File: config.mk
export PLATFORM = sky130hd
export DESIGN_NAME = encoder_rotation_and_click_detector_core_flat
export DESIGN_NICKNAME = d
export VERILOG_FILES = /design/src/sv/erc_pkg.sv /design/src/sv/erc_req_if.sv /design/src/sv/erc_res_if.sv /design/src/sv/erc_cfg.sv /design/src/sv/erc_decide.sv /design/src/sv/encoder_rotation_and_click_detector_core.sv /design/src/flat_wrapper.sv
export SDC_FILE = /design/constraint.sdc
export NUM_CORES = 1
export LEC_CHECK = 0
export BUFFER_PORTS_ARGS = -buffer_cell sky130_fd_sc_hd__buf_2
export CORE_MARGIN = 2
export CORE_UTILIZATION = 55
export DETAILED_ROUTE_END_ITERATION = 8
export GPL_TIMING_DRIVEN = 0
export PLACE_DENSITY = 0.76
export SLEW_MARGIN = 20
export SYNTH_ARGS = -nofsm -noshare
export SYNTH_HDL_FRONTEND = slang
export SYNTH_SLANG_ARGS = --single-unit
File: constraint.sdc
create_clock -name clk -period 5.14 [get_ports clk]
set_input_delay 0 -clock clk [delete_from_list [all_inputs] [get_ports clk]]
set_output_delay 0 -clock clk [all_outputs]
set_load 0.005 [all_outputs]
File: src/sv/erc_pkg.sv
// ============================================================================
// erc_pkg
// Shared types, codes and reset constants for the encoder rotation and click
// detector.
// ============================================================================
package erc_pkg;

  localparam int unsigned POS_W  = 16;
  localparam int unsigned TIME_W = 32;
  localparam int unsigned DBNC_W = 8;
  localparam int unsigned DCLK_W = 16;
  localparam int unsigned ADDR_W = 4;
  localparam int unsigned DATA_W = 32;

  localparam logic [POS_W-1:0]  POSITION_TOP_RESET    = 16'd65532;
  localparam logic [DBNC_W-1:0] DEBOUNCE_MS_RESET     = 8'd50;
  localparam logic [DCLK_W-1:0] DOUBLE_CLICK_MS_RESET = 16'd300;

  // register index = paddr[3:2]
  typedef enum logic [1:0] {
    REG_POSITION_TOP    = 2'd0,
    REG_DEBOUNCE_MS     = 2'd1,
    REG_DOUBLE_CLICK_MS = 2'd2,
    REG_UNUSED          = 2'd3
  } reg_idx_t;

  typedef enum logic [1:0] {
    CMD_POSITION = 2'd0,
    CMD_PRESS    = 2'd1,
    CMD_RELEASE  = 2'd2,
    CMD_SYNC     = 2'd3
  } cmd_t;

  typedef enum logic [2:0] {
    EV_NONE   = 3'd0,
    EV_INC    = 3'd1,
    EV_DEC    = 3'd2,
    EV_CLICK  = 3'd3,
    EV_DOUBLE = 3'd4
  } event_t;

  typedef struct packed {
    logic [POS_W-1:0]  position_top;
    logic [DBNC_W-1:0] debounce_ms;
    logic [DCLK_W-1:0] double_click_ms;
  } cfg_t;

  typedef struct packed {
    logic [POS_W-1:0]  previous_position;
    logic [TIME_W-1:0] last_press_time;
    logic [TIME_W-1:0] last_release_time;
    logic              button_held;
  } state_t;

  typedef struct packed {
    logic [1:0]        command;
    logic [POS_W-1:0]  position;
    logic [TIME_W-1:0] time_ms;
    logic              button_level;
  } item_t;

  typedef struct packed {
    event_t            event_res;
    logic [TIME_W-1:0] event_time;
    state_t            state_next;
  } decision_t;

endpackage

File: src/sv/erc_req_if.sv
// ============================================================================
// erc_req_if
// Request channel: one encoder event with valid/ready handshake.
// ============================================================================
interface erc_req_if;
  logic        valid;
  logic        ready;
  logic [1:0]  command;
  logic [15:0] position;
  logic [31:0] time_ms;
  logic        button_level;

  modport source (output valid, command, position, time_ms, button_level,
                  input ready);
  modport sink   (input valid, command, position, time_ms, button_level,
                  output ready);
endinterface

File: src/sv/erc_res_if.sv
// ============================================================================
// erc_res_if
// Result channel: one detected event with valid/ready handshake.
// ============================================================================
interface erc_res_if;
  logic        valid;
  logic        ready;
  logic [2:0]  event_res;
  logic [31:0] event_time;

  modport source (output valid, event_res, event_time, input ready);
  modport sink   (input valid, event_res, event_time, output ready);
endinterface

File: src/sv/erc_cfg.sv
// ============================================================================
// erc_cfg
// APB-style register bank: position top, debounce and double-click window.
// ============================================================================
module erc_cfg (
  input  logic                        clk,
  input  logic                        rst,
  input  logic                        psel,
  input  logic                        penable,
  input  logic                        pwrite,
  input  logic [erc_pkg::ADDR_W-1:0]  paddr,
  input  logic [erc_pkg::DATA_W-1:0]  pwdata,
  output logic [erc_pkg::DATA_W-1:0]  prdata,
  output logic                        pready,
  output erc_pkg::cfg_t               cfg
);

  erc_pkg::reg_idx_t idx;
  logic              wr_en;

  assign idx    = erc_pkg::reg_idx_t'(paddr[3:2]);
  assign wr_en  = psel && penable && pwrite;
  assign pready = 1'b1;

  always_ff @(posedge clk) begin
    if (rst) begin
      cfg.position_top    <= erc_pkg::POSITION_TOP_RESET;
      cfg.debounce_ms     <= erc_pkg::DEBOUNCE_MS_RESET;
      cfg.double_click_ms <= erc_pkg::DOUBLE_CLICK_MS_RESET;
    end else if (wr_en) begin
      case (idx)
        erc_pkg::REG_POSITION_TOP:    cfg.position_top    <= pwdata[15:0];
        erc_pkg::REG_DEBOUNCE_MS:     cfg.debounce_ms     <= pwdata[7:0];
        erc_pkg::REG_DOUBLE_CLICK_MS: cfg.double_click_ms <= pwdata[15:0];
        default: ;
      endcase
    end
  end

  always_comb begin
    case (idx)
      erc_pkg::REG_POSITION_TOP:    prdata = {16'd0, cfg.position_top};
      erc_pkg::REG_DEBOUNCE_MS:     prdata = {24'd0, cfg.debounce_ms};
      erc_pkg::REG_DOUBLE_CLICK_MS: prdata = {16'd0, cfg.double_click_ms};
      default:                      prdata = '0;
    endcase
  end

endmodule

File: src/sv/erc_decide.sv
// ============================================================================
// erc_decide
// Event decision: direction from position compare, debounced click and
// double click, release and sync handling, plus the next state.
// ============================================================================
module erc_decide (
  input  erc_pkg::item_t     item,
  input  erc_pkg::state_t    state,
  input  erc_pkg::cfg_t      cfg,
  output erc_pkg::decision_t dec
);

  logic [erc_pkg::TIME_W-1:0] since_press;
  logic [erc_pkg::TIME_W-1:0] since_release;
  logic                       debounced;
  logic                       is_double;
  erc_pkg::event_t            dir;

  // time differences wrap modulo 2^32
  assign since_press   = item.time_ms - state.last_press_time;
  assign since_release = item.time_ms - state.last_release_time;
  assign debounced = (since_press   > {24'd0, cfg.debounce_ms}) &&
                     (since_release > {24'd0, cfg.debounce_ms});
  assign is_double = since_press < {16'd0, cfg.double_click_ms};

  // wrap cases take priority over plain compare
  always_comb begin
    if (state.previous_position == '0 && item.position == cfg.position_top) begin
      dir = erc_pkg::EV_DEC;
    end else if (state.previous_position == cfg.position_top &&
                 item.position == '0) begin
      dir = erc_pkg::EV_INC;
    end else if (item.position > state.previous_position) begin
      dir = erc_pkg::EV_INC;
    end else if (item.position < state.previous_position) begin
      dir = erc_pkg::EV_DEC;
    end else begin
      dir = erc_pkg::EV_NONE;
    end
  end

  always_comb begin
    dec.event_res  = erc_pkg::EV_NONE;
    dec.event_time = '0;
    dec.state_next = state;
    case (erc_pkg::cmd_t'(item.command))
      erc_pkg::CMD_POSITION: begin
        dec.event_res                    = dir;
        dec.state_next.previous_position = item.position;
      end
      erc_pkg::CMD_PRESS: begin
        if (!state.button_held && debounced) begin
          dec.event_res  = is_double ? erc_pkg::EV_DOUBLE : erc_pkg::EV_CLICK;
          dec.event_time = item.time_ms;
          dec.state_next.last_press_time = item.time_ms;
          dec.state_next.button_held     = 1'b1;
        end
      end
      erc_pkg::CMD_RELEASE: begin
        dec.state_next.last_release_time = item.time_ms;
        dec.state_next.button_held       = 1'b0;
      end
      erc_pkg::CMD_SYNC: begin
        if (state.button_held && item.button_level && debounced) begin
          dec.state_next.last_release_time = item.time_ms;
          dec.state_next.button_held       = 1'b0;
        end
      end
      default: ;
    endcase
  end

endmodule

File: src/sv/encoder_rotation_and_click_detector_core.sv
// ============================================================================
// encoder_rotation_and_click_detector_core
// Rotary encoder direction and debounced click / double-click detector.
// ============================================================================
// Usage:
//   req carries one encoder event per request: a position update, a button
//   press, a release, or a sync with the sampled button level, each with a
//   millisecond timestamp. res returns exactly one result per request: none,
//   increment, decrement, click or double click, with the timestamp for
//   clicks and zero otherwise.
//   The APB port sets the counter top, debounce time and double-click window;
//   write it only while no request is in flight.
// Pipeline / throughput:
//   The request lands in the input register at the accepting edge, and the
//   decision logic then loads the result register from it. One request per
//   cycle is sustained while res does not stall; the decision is a pair of
//   32-bit subtracts and compares.
// Reset:
//   rst (synchronous) clears both pipeline stages, the previous position,
//   both timestamps and the held flag, and loads the register defaults.
// Backpressure:
//   While res is stalled the result register holds; one more request can sit
//   in the input register, after which req.ready drops until res drains.
// ============================================================================
module encoder_rotation_and_click_detector_core (
  input  logic                        clk,
  input  logic                        rst,
  erc_req_if.sink                     req,
  erc_res_if.source                   res,
  input  logic                        psel,
  input  logic                        penable,
  input  logic                        pwrite,
  input  logic [erc_pkg::ADDR_W-1:0]  paddr,
  input  logic [erc_pkg::DATA_W-1:0]  pwdata,
  output logic [erc_pkg::DATA_W-1:0]  prdata,
  output logic                        pready
);

  erc_pkg::cfg_t      cfg;
  erc_pkg::state_t    state;
  erc_pkg::item_t     s1_item;
  erc_pkg::decision_t dec;

  logic s1_valid;
  logic s1_ready;
  logic s2_ready;
  logic s1_fire;
  logic out_valid;

  erc_cfg u_cfg (
    .clk     (clk),
    .rst     (rst),
    .psel    (psel),
    .penable (penable),
    .pwrite  (pwrite),
    .paddr   (paddr),
    .pwdata  (pwdata),
    .prdata  (prdata),
    .pready  (pready),
    .cfg     (cfg)
  );

  erc_decide u_decide (
    .item  (s1_item),
    .state (state),
    .cfg   (cfg),
    .dec   (dec)
  );

  // result register frees when empty or being taken
  assign s2_ready  = !out_valid || res.ready;
  assign s1_ready  = !s1_valid || s2_ready;
  assign s1_fire   = s1_valid && s2_ready;
  assign req.ready = s1_ready;
  assign res.valid = out_valid;

  // input register
  always_ff @(posedge clk) begin
    if (rst) begin
      s1_valid <= 1'b0;
    end else if (s1_ready) begin
      s1_valid <= req.valid;
    end
  end

  always_ff @(posedge clk) begin
    if (s1_ready && req.valid) begin
      s1_item.command      <= req.command;
      s1_item.position     <= req.position;
      s1_item.time_ms      <= req.time_ms;
      s1_item.button_level <= req.button_level;
    end
  end

  // detector state advances once per decided request
  always_ff @(posedge clk) begin
    if (rst) begin
      state <= '0;
    end else if (s1_fire) begin
      state <= dec.state_next;
    end
  end

  // result register
  always_ff @(posedge clk) begin
    if (rst) begin
      out_valid <= 1'b0;
    end else if (s1_fire) begin
      out_valid <= 1'b1;
    end else if (res.ready) begin
      out_valid <= 1'b0;
    end
  end

  always_ff @(posedge clk) begin
    if (s1_fire) begin
      res.event_res  <= dec.event_res;
      res.event_time <= dec.event_time;
    end
  end

  // timestamp only travels with clicks
  a_time_only_on_click: assert property (@(posedge clk) disable iff (rst)
    (out_valid && res.event_res != erc_pkg::EV_CLICK &&
     res.event_res != erc_pkg::EV_DOUBLE) |-> (res.event_time == '0))
    else $error("nonzero event_time on non-click result");

  a_click_sets_held: assert property (@(posedge clk) disable iff (rst)
    (s1_fire && (dec.event_res == erc_pkg::EV_CLICK ||
                 dec.event_res == erc_pkg::EV_DOUBLE))
    |=> (state.button_held && state.last_press_time == $past(s1_item.time_ms)))
    else $error("click did not record press");

  a_release_clears_held: assert property (@(posedge clk) disable iff (rst)
    (s1_fire && s1_item.command == erc_pkg::CMD_RELEASE)
    |=> (!state.button_held && state.last_release_time == $past(s1_item.time_ms)))
    else $error("release did not clear held flag");

endmodule

File: src/flat_wrapper.sv
// flat-port wrapper written by rule: the top's interface ports become plain ports
module encoder_rotation_and_click_detector_core_flat 
  (clk, rst, psel, penable, pwrite, paddr, pwdata, prdata, pready, req_valid, req_command, req_position, req_time_ms, req_button_level, req_ready, res_valid, res_event_res, res_event_time, res_ready);
  erc_req_if req_i ();
  erc_res_if res_i ();
  input  logic clk;
  input  logic rst;
  input  logic psel;
  input  logic penable;
  input  logic pwrite;
  input  logic [erc_pkg::ADDR_W-1:0] paddr;
  input  logic [erc_pkg::DATA_W-1:0] pwdata;
  output logic [erc_pkg::DATA_W-1:0] prdata;
  output logic pready;
  input wire logic [$bits(req_i.valid)-1:0] req_valid;
  input wire logic [$bits(req_i.command)-1:0] req_command;
  input wire logic [$bits(req_i.position)-1:0] req_position;
  input wire logic [$bits(req_i.time_ms)-1:0] req_time_ms;
  input wire logic [$bits(req_i.button_level)-1:0] req_button_level;
  output wire logic [$bits(req_i.ready)-1:0] req_ready;
  output wire logic [$bits(res_i.valid)-1:0] res_valid;
  output wire logic [$bits(res_i.event_res)-1:0] res_event_res;
  output wire logic [$bits(res_i.event_time)-1:0] res_event_time;
  input wire logic [$bits(res_i.ready)-1:0] res_ready;
  assign req_i.valid = req_valid;
  assign req_i.command = req_command;
  assign req_i.position = req_position;
  assign req_i.time_ms = req_time_ms;
  assign req_i.button_level = req_button_level;
  assign req_ready = req_i.ready;
  assign res_valid = res_i.valid;
  assign res_event_res = res_i.event_res;
  assign res_event_time = res_i.event_time;
  assign res_i.ready = res_ready;
  encoder_rotation_and_click_detector_core u_core (.clk(clk), .rst(rst), .req(req_i), .res(res_i), .psel(psel), .penable(penable), .pwrite(pwrite), .paddr(paddr), .pwdata(pwdata), .prdata(prdata), .pready(pready));
endmodule
==> impl_metrics.toml <==
[outcome]
status = "complete, no violations"

[power]
peakVddDrop_mv = 0.2880
power_w = 0.004551
p_leak_nw = 6.620
power_density_nw_per_um2 = 265.8

[global_routing]
grt_pass1_vias = 13060
grt_pass1_wl_microns = 67450
antenna_found_initial = 0
grt_usage_pct = 31.17
grt_max_degree = 45
overflow = 0

[timing]
rsz0062_at_grt = "false"
relSlewSlack_pct = 41.42
setup_slack_ns = 0.2057
tns_ns = 0
tightestPinTransition_ns = 0.8677
finalHoldViolCount = 0
fin_crit_sh_pct = 96.00
finalClockSkew_ns = 0.009468
fin_crit_ns = 4.934
setup_viol = 0
fmax_mhz = 202.7
maxSlewViolCount = 0

[floorplan]
io_pins = 164
start_util_pct = 55.57
core_area_sq_um = 25840
dieWidth_microns = 165.6
die_area_sq_um = 27410
rows = 59
die_h_microns = 165.6

[synth]
synth_edf_count = 86
synth.avg_cell_area_sq_um = 8.623
synth_seq_cells = 209
netlist.area_leader.share_pct = 17.99
synthTopCellsByCount = "162 x nand2_1, 138 x a21oi_1, 123 x dfxtp_1"
synth_ff_type = "dfxtp_1"
yosysUniqueCellTypes = 85
syn_inst = 1665
synth_area_sq_um = 14360
synthArstFlopShare_pct = 0
ys_top_cells_by_area = "edfxtp_1 18%, dfxtp_1 17%, ha_1 9.5%"
seq_area_frac_synth_pct = 35.14
yosys.area.top_type = "edfxtp_1"
ys_warn_count = 0
synth_most_common_cell = "nand2_1"

[cts]
numCtsBuffers = 24
insertion_delay_ns = 0.53
cts_tree = "done"
htreeDepth = 1
clk_path_buf_depth = 3
clock-sinks = 209
cts_root_buf = "clkbuf_16"
cts.clk_slew.worst_paths_ns = 0.06

[hold_path]
hold_class = "primary input to register"

[routing]
drt-wirelength-per-cell_microns = 19.17
drt-initial-drc-count = 1070
dr.pass1.iters = 5
met3_length_microns = 3061
met2_length_microns = 20710
vias = 13440
antenna_left = 0
met1Wirelength_microns = 17800
avgViaCountPerCell = 5.938
top_layer = "met4"
routed_wl_microns = 43380
drc = 0

[placement]
gp_congestion = 0.9667
port_buffers = 127
dp_cells = 2143
dpl_worst_slack_ns = -0.1665
hpwl_microns = 32550

[cells_and_area]
synthToLayoutAreaGrowth_pct = 19.26
drive_above_1_share_pct = 12.34
layout.cells.non_filler = 2263
final_core_util_pct = 66.27
fin_nets = 2115
antenna_cells = 0

[worst_setup_path]
cp-end-kind = "register"
worst-setup-path-type = "register to register"
critPathLaunchType = "register"
rrSetupSlack_ns = 0.21
crit_fanout = 10
crit_required_ns = 5.42
critPathArrivalTime_ns = 5.21

[run]
drv_cap = 0
-- placed cells by master, fill, tap and decap left out, types with 6 or more instances in the layout --
cell and count:
o21ai_1 9, nor2_1 104, and3_1 42, conb_1 17, buf_2 135, inv_1 118, o211ai_1 15, edfxtp_1 86
nor3_1 18, clkinv_1 6, a21o_1 17, a211oi_1 11, or3_1 6, xor2_1 39, and4_1 6, buf_6 13
a211o_1 23, dlygate4sd3_1 74, o21a_1 17, nand2_1 161, nor2b_1 24, nor4_1 23, clkbuf_1 60, ha_1 109
buf_1 6, and2_1 8, dfxtp_1 123, mux2i_1 61, xnor2_1 31, clkbuf_16 26, o31ai_1 36, nand3_1 23
buf_4 23, a31oi_1 11, a21oi_1 137, o21ai_0 53, nand4_1 62, nand2b_1 85
-- sequential cells by signal (all words and copies together) (netlist names) --
name,flops
u_core.s1_valid,1
u_core.res.event_res,3
u_core.state,81
u_core.res.event_time,32
u_core.res.valid,1
u_core.u_cfg.cfg,40
u_core.s1_item,51
-- worst max-delay path, stage by stage (launching register included) --
cell and delay, ns:
edfxtp_1 0.40, inv_1 0.10, ha_1 0.22, fa_1 0.39, nand2b_1 0.21, a21oi_4 0.19
nor2_1 0.10, xnor2_2 0.15, ha_1 0.30, and4_1 0.24, and4_1 0.21, a22oi_1 0.11
or4_1 0.44, nor3_2 0.17, or4b_4 0.54, o31a_1 0.33, buf_6 0.17, buf_6 0.15
nand2_2 0.17, nor2_1 0.08
-- metal layers --
layer / up-vias / GRT usage, %
li1: 6463 / -
met1: 6364 / 38.80
met2: 491 / 53.02
met3: 120 / 5.519
met4: 0 / 13.40
met5: - / 0
-- final timing paths --
check                                     start                                end  cells after the start
hold / removal                           pwrite  u_core.u_cfg.cfg[39]$_SDFFE_PP1P_                      5
setup / recovery    u_core.s1_item[1]$_DFFE_PP_  u_core.res.event_res[2]$_DFFE_PP_                     19
setup reg to reg    u_core.s1_item[1]$_DFFE_PP_  u_core.res.event_res[2]$_DFFE_PP_                     19
hold reg to reg   u_core.state[56]$_SDFFE_PP0P_      u_core.state[56]$_SDFFE_PP0P_                      2
-- timing repair --
| item | 4_1_cts | 5_1_grt |
|---|---|---|
| hold buffers | 74 | 0 |
| resized for setup | 4 | 3 |
| setup endpoints to repair | 36 | 100 |
| pin swaps | 0 | 4 |
| hold endpoints to repair | 101 | 0 |
| buffers inserted | 0 | 2 |
-- per-stage QoR --
stage | hold WS (ns) | area (sq um)
after CTS | 0.02076 | 17090
after global placement | 0.1769 | 15470
final | 0.04295 | 17120
after global routing | 0.08774 | 17120
after detailed placement | 0.1781 | 15490
after floorplan | 0.09887 | 14410
-- logic make-up (layout without fill, tap and decap cells) --
family	count (synthesis)	after routing	share of synthesized area, %
XOR/XNOR	71	71	4.331
AND/OR/NAND/NOR	593	593	21.37
flip-flops	209	209	35.14
buffers and inverters	226	474	7.207
adder cells (fa/ha/maj)	111	111	9.778
other	2	17	0.05231
AO/OA/AOI/OAI	391	391	17.80
multiplexers	62	62	4.331
-- where the power goes --
part / leakage [nW] / total [W] / internal (W) / switching (W)
clock: 0.403 / 0.00179 / 0.00109 / 0.000703
combinational: 4.40 / 0.000895 / 0.000374 / 0.000522
sequential: 1.82 / 0.00186 / 0.00179 / 0.0000690
-- cell type report --
class | instances | area, sq um
Fill cell | 2119 | 8715
Multi-Input combinational cell | 1245 | 8379
Sequential cell | 209 | 5045
Timing Repair Buffer | 204 | 1411
Clock buffer | 30 | 685.7
Buffer | 107 | 591.8
Inverter | 119 | 446.7
Tap cell | 335 | 419.2
Clock inverter | 14 | 143.9
No activity file was read; power rests on OpenSTA's default activity.
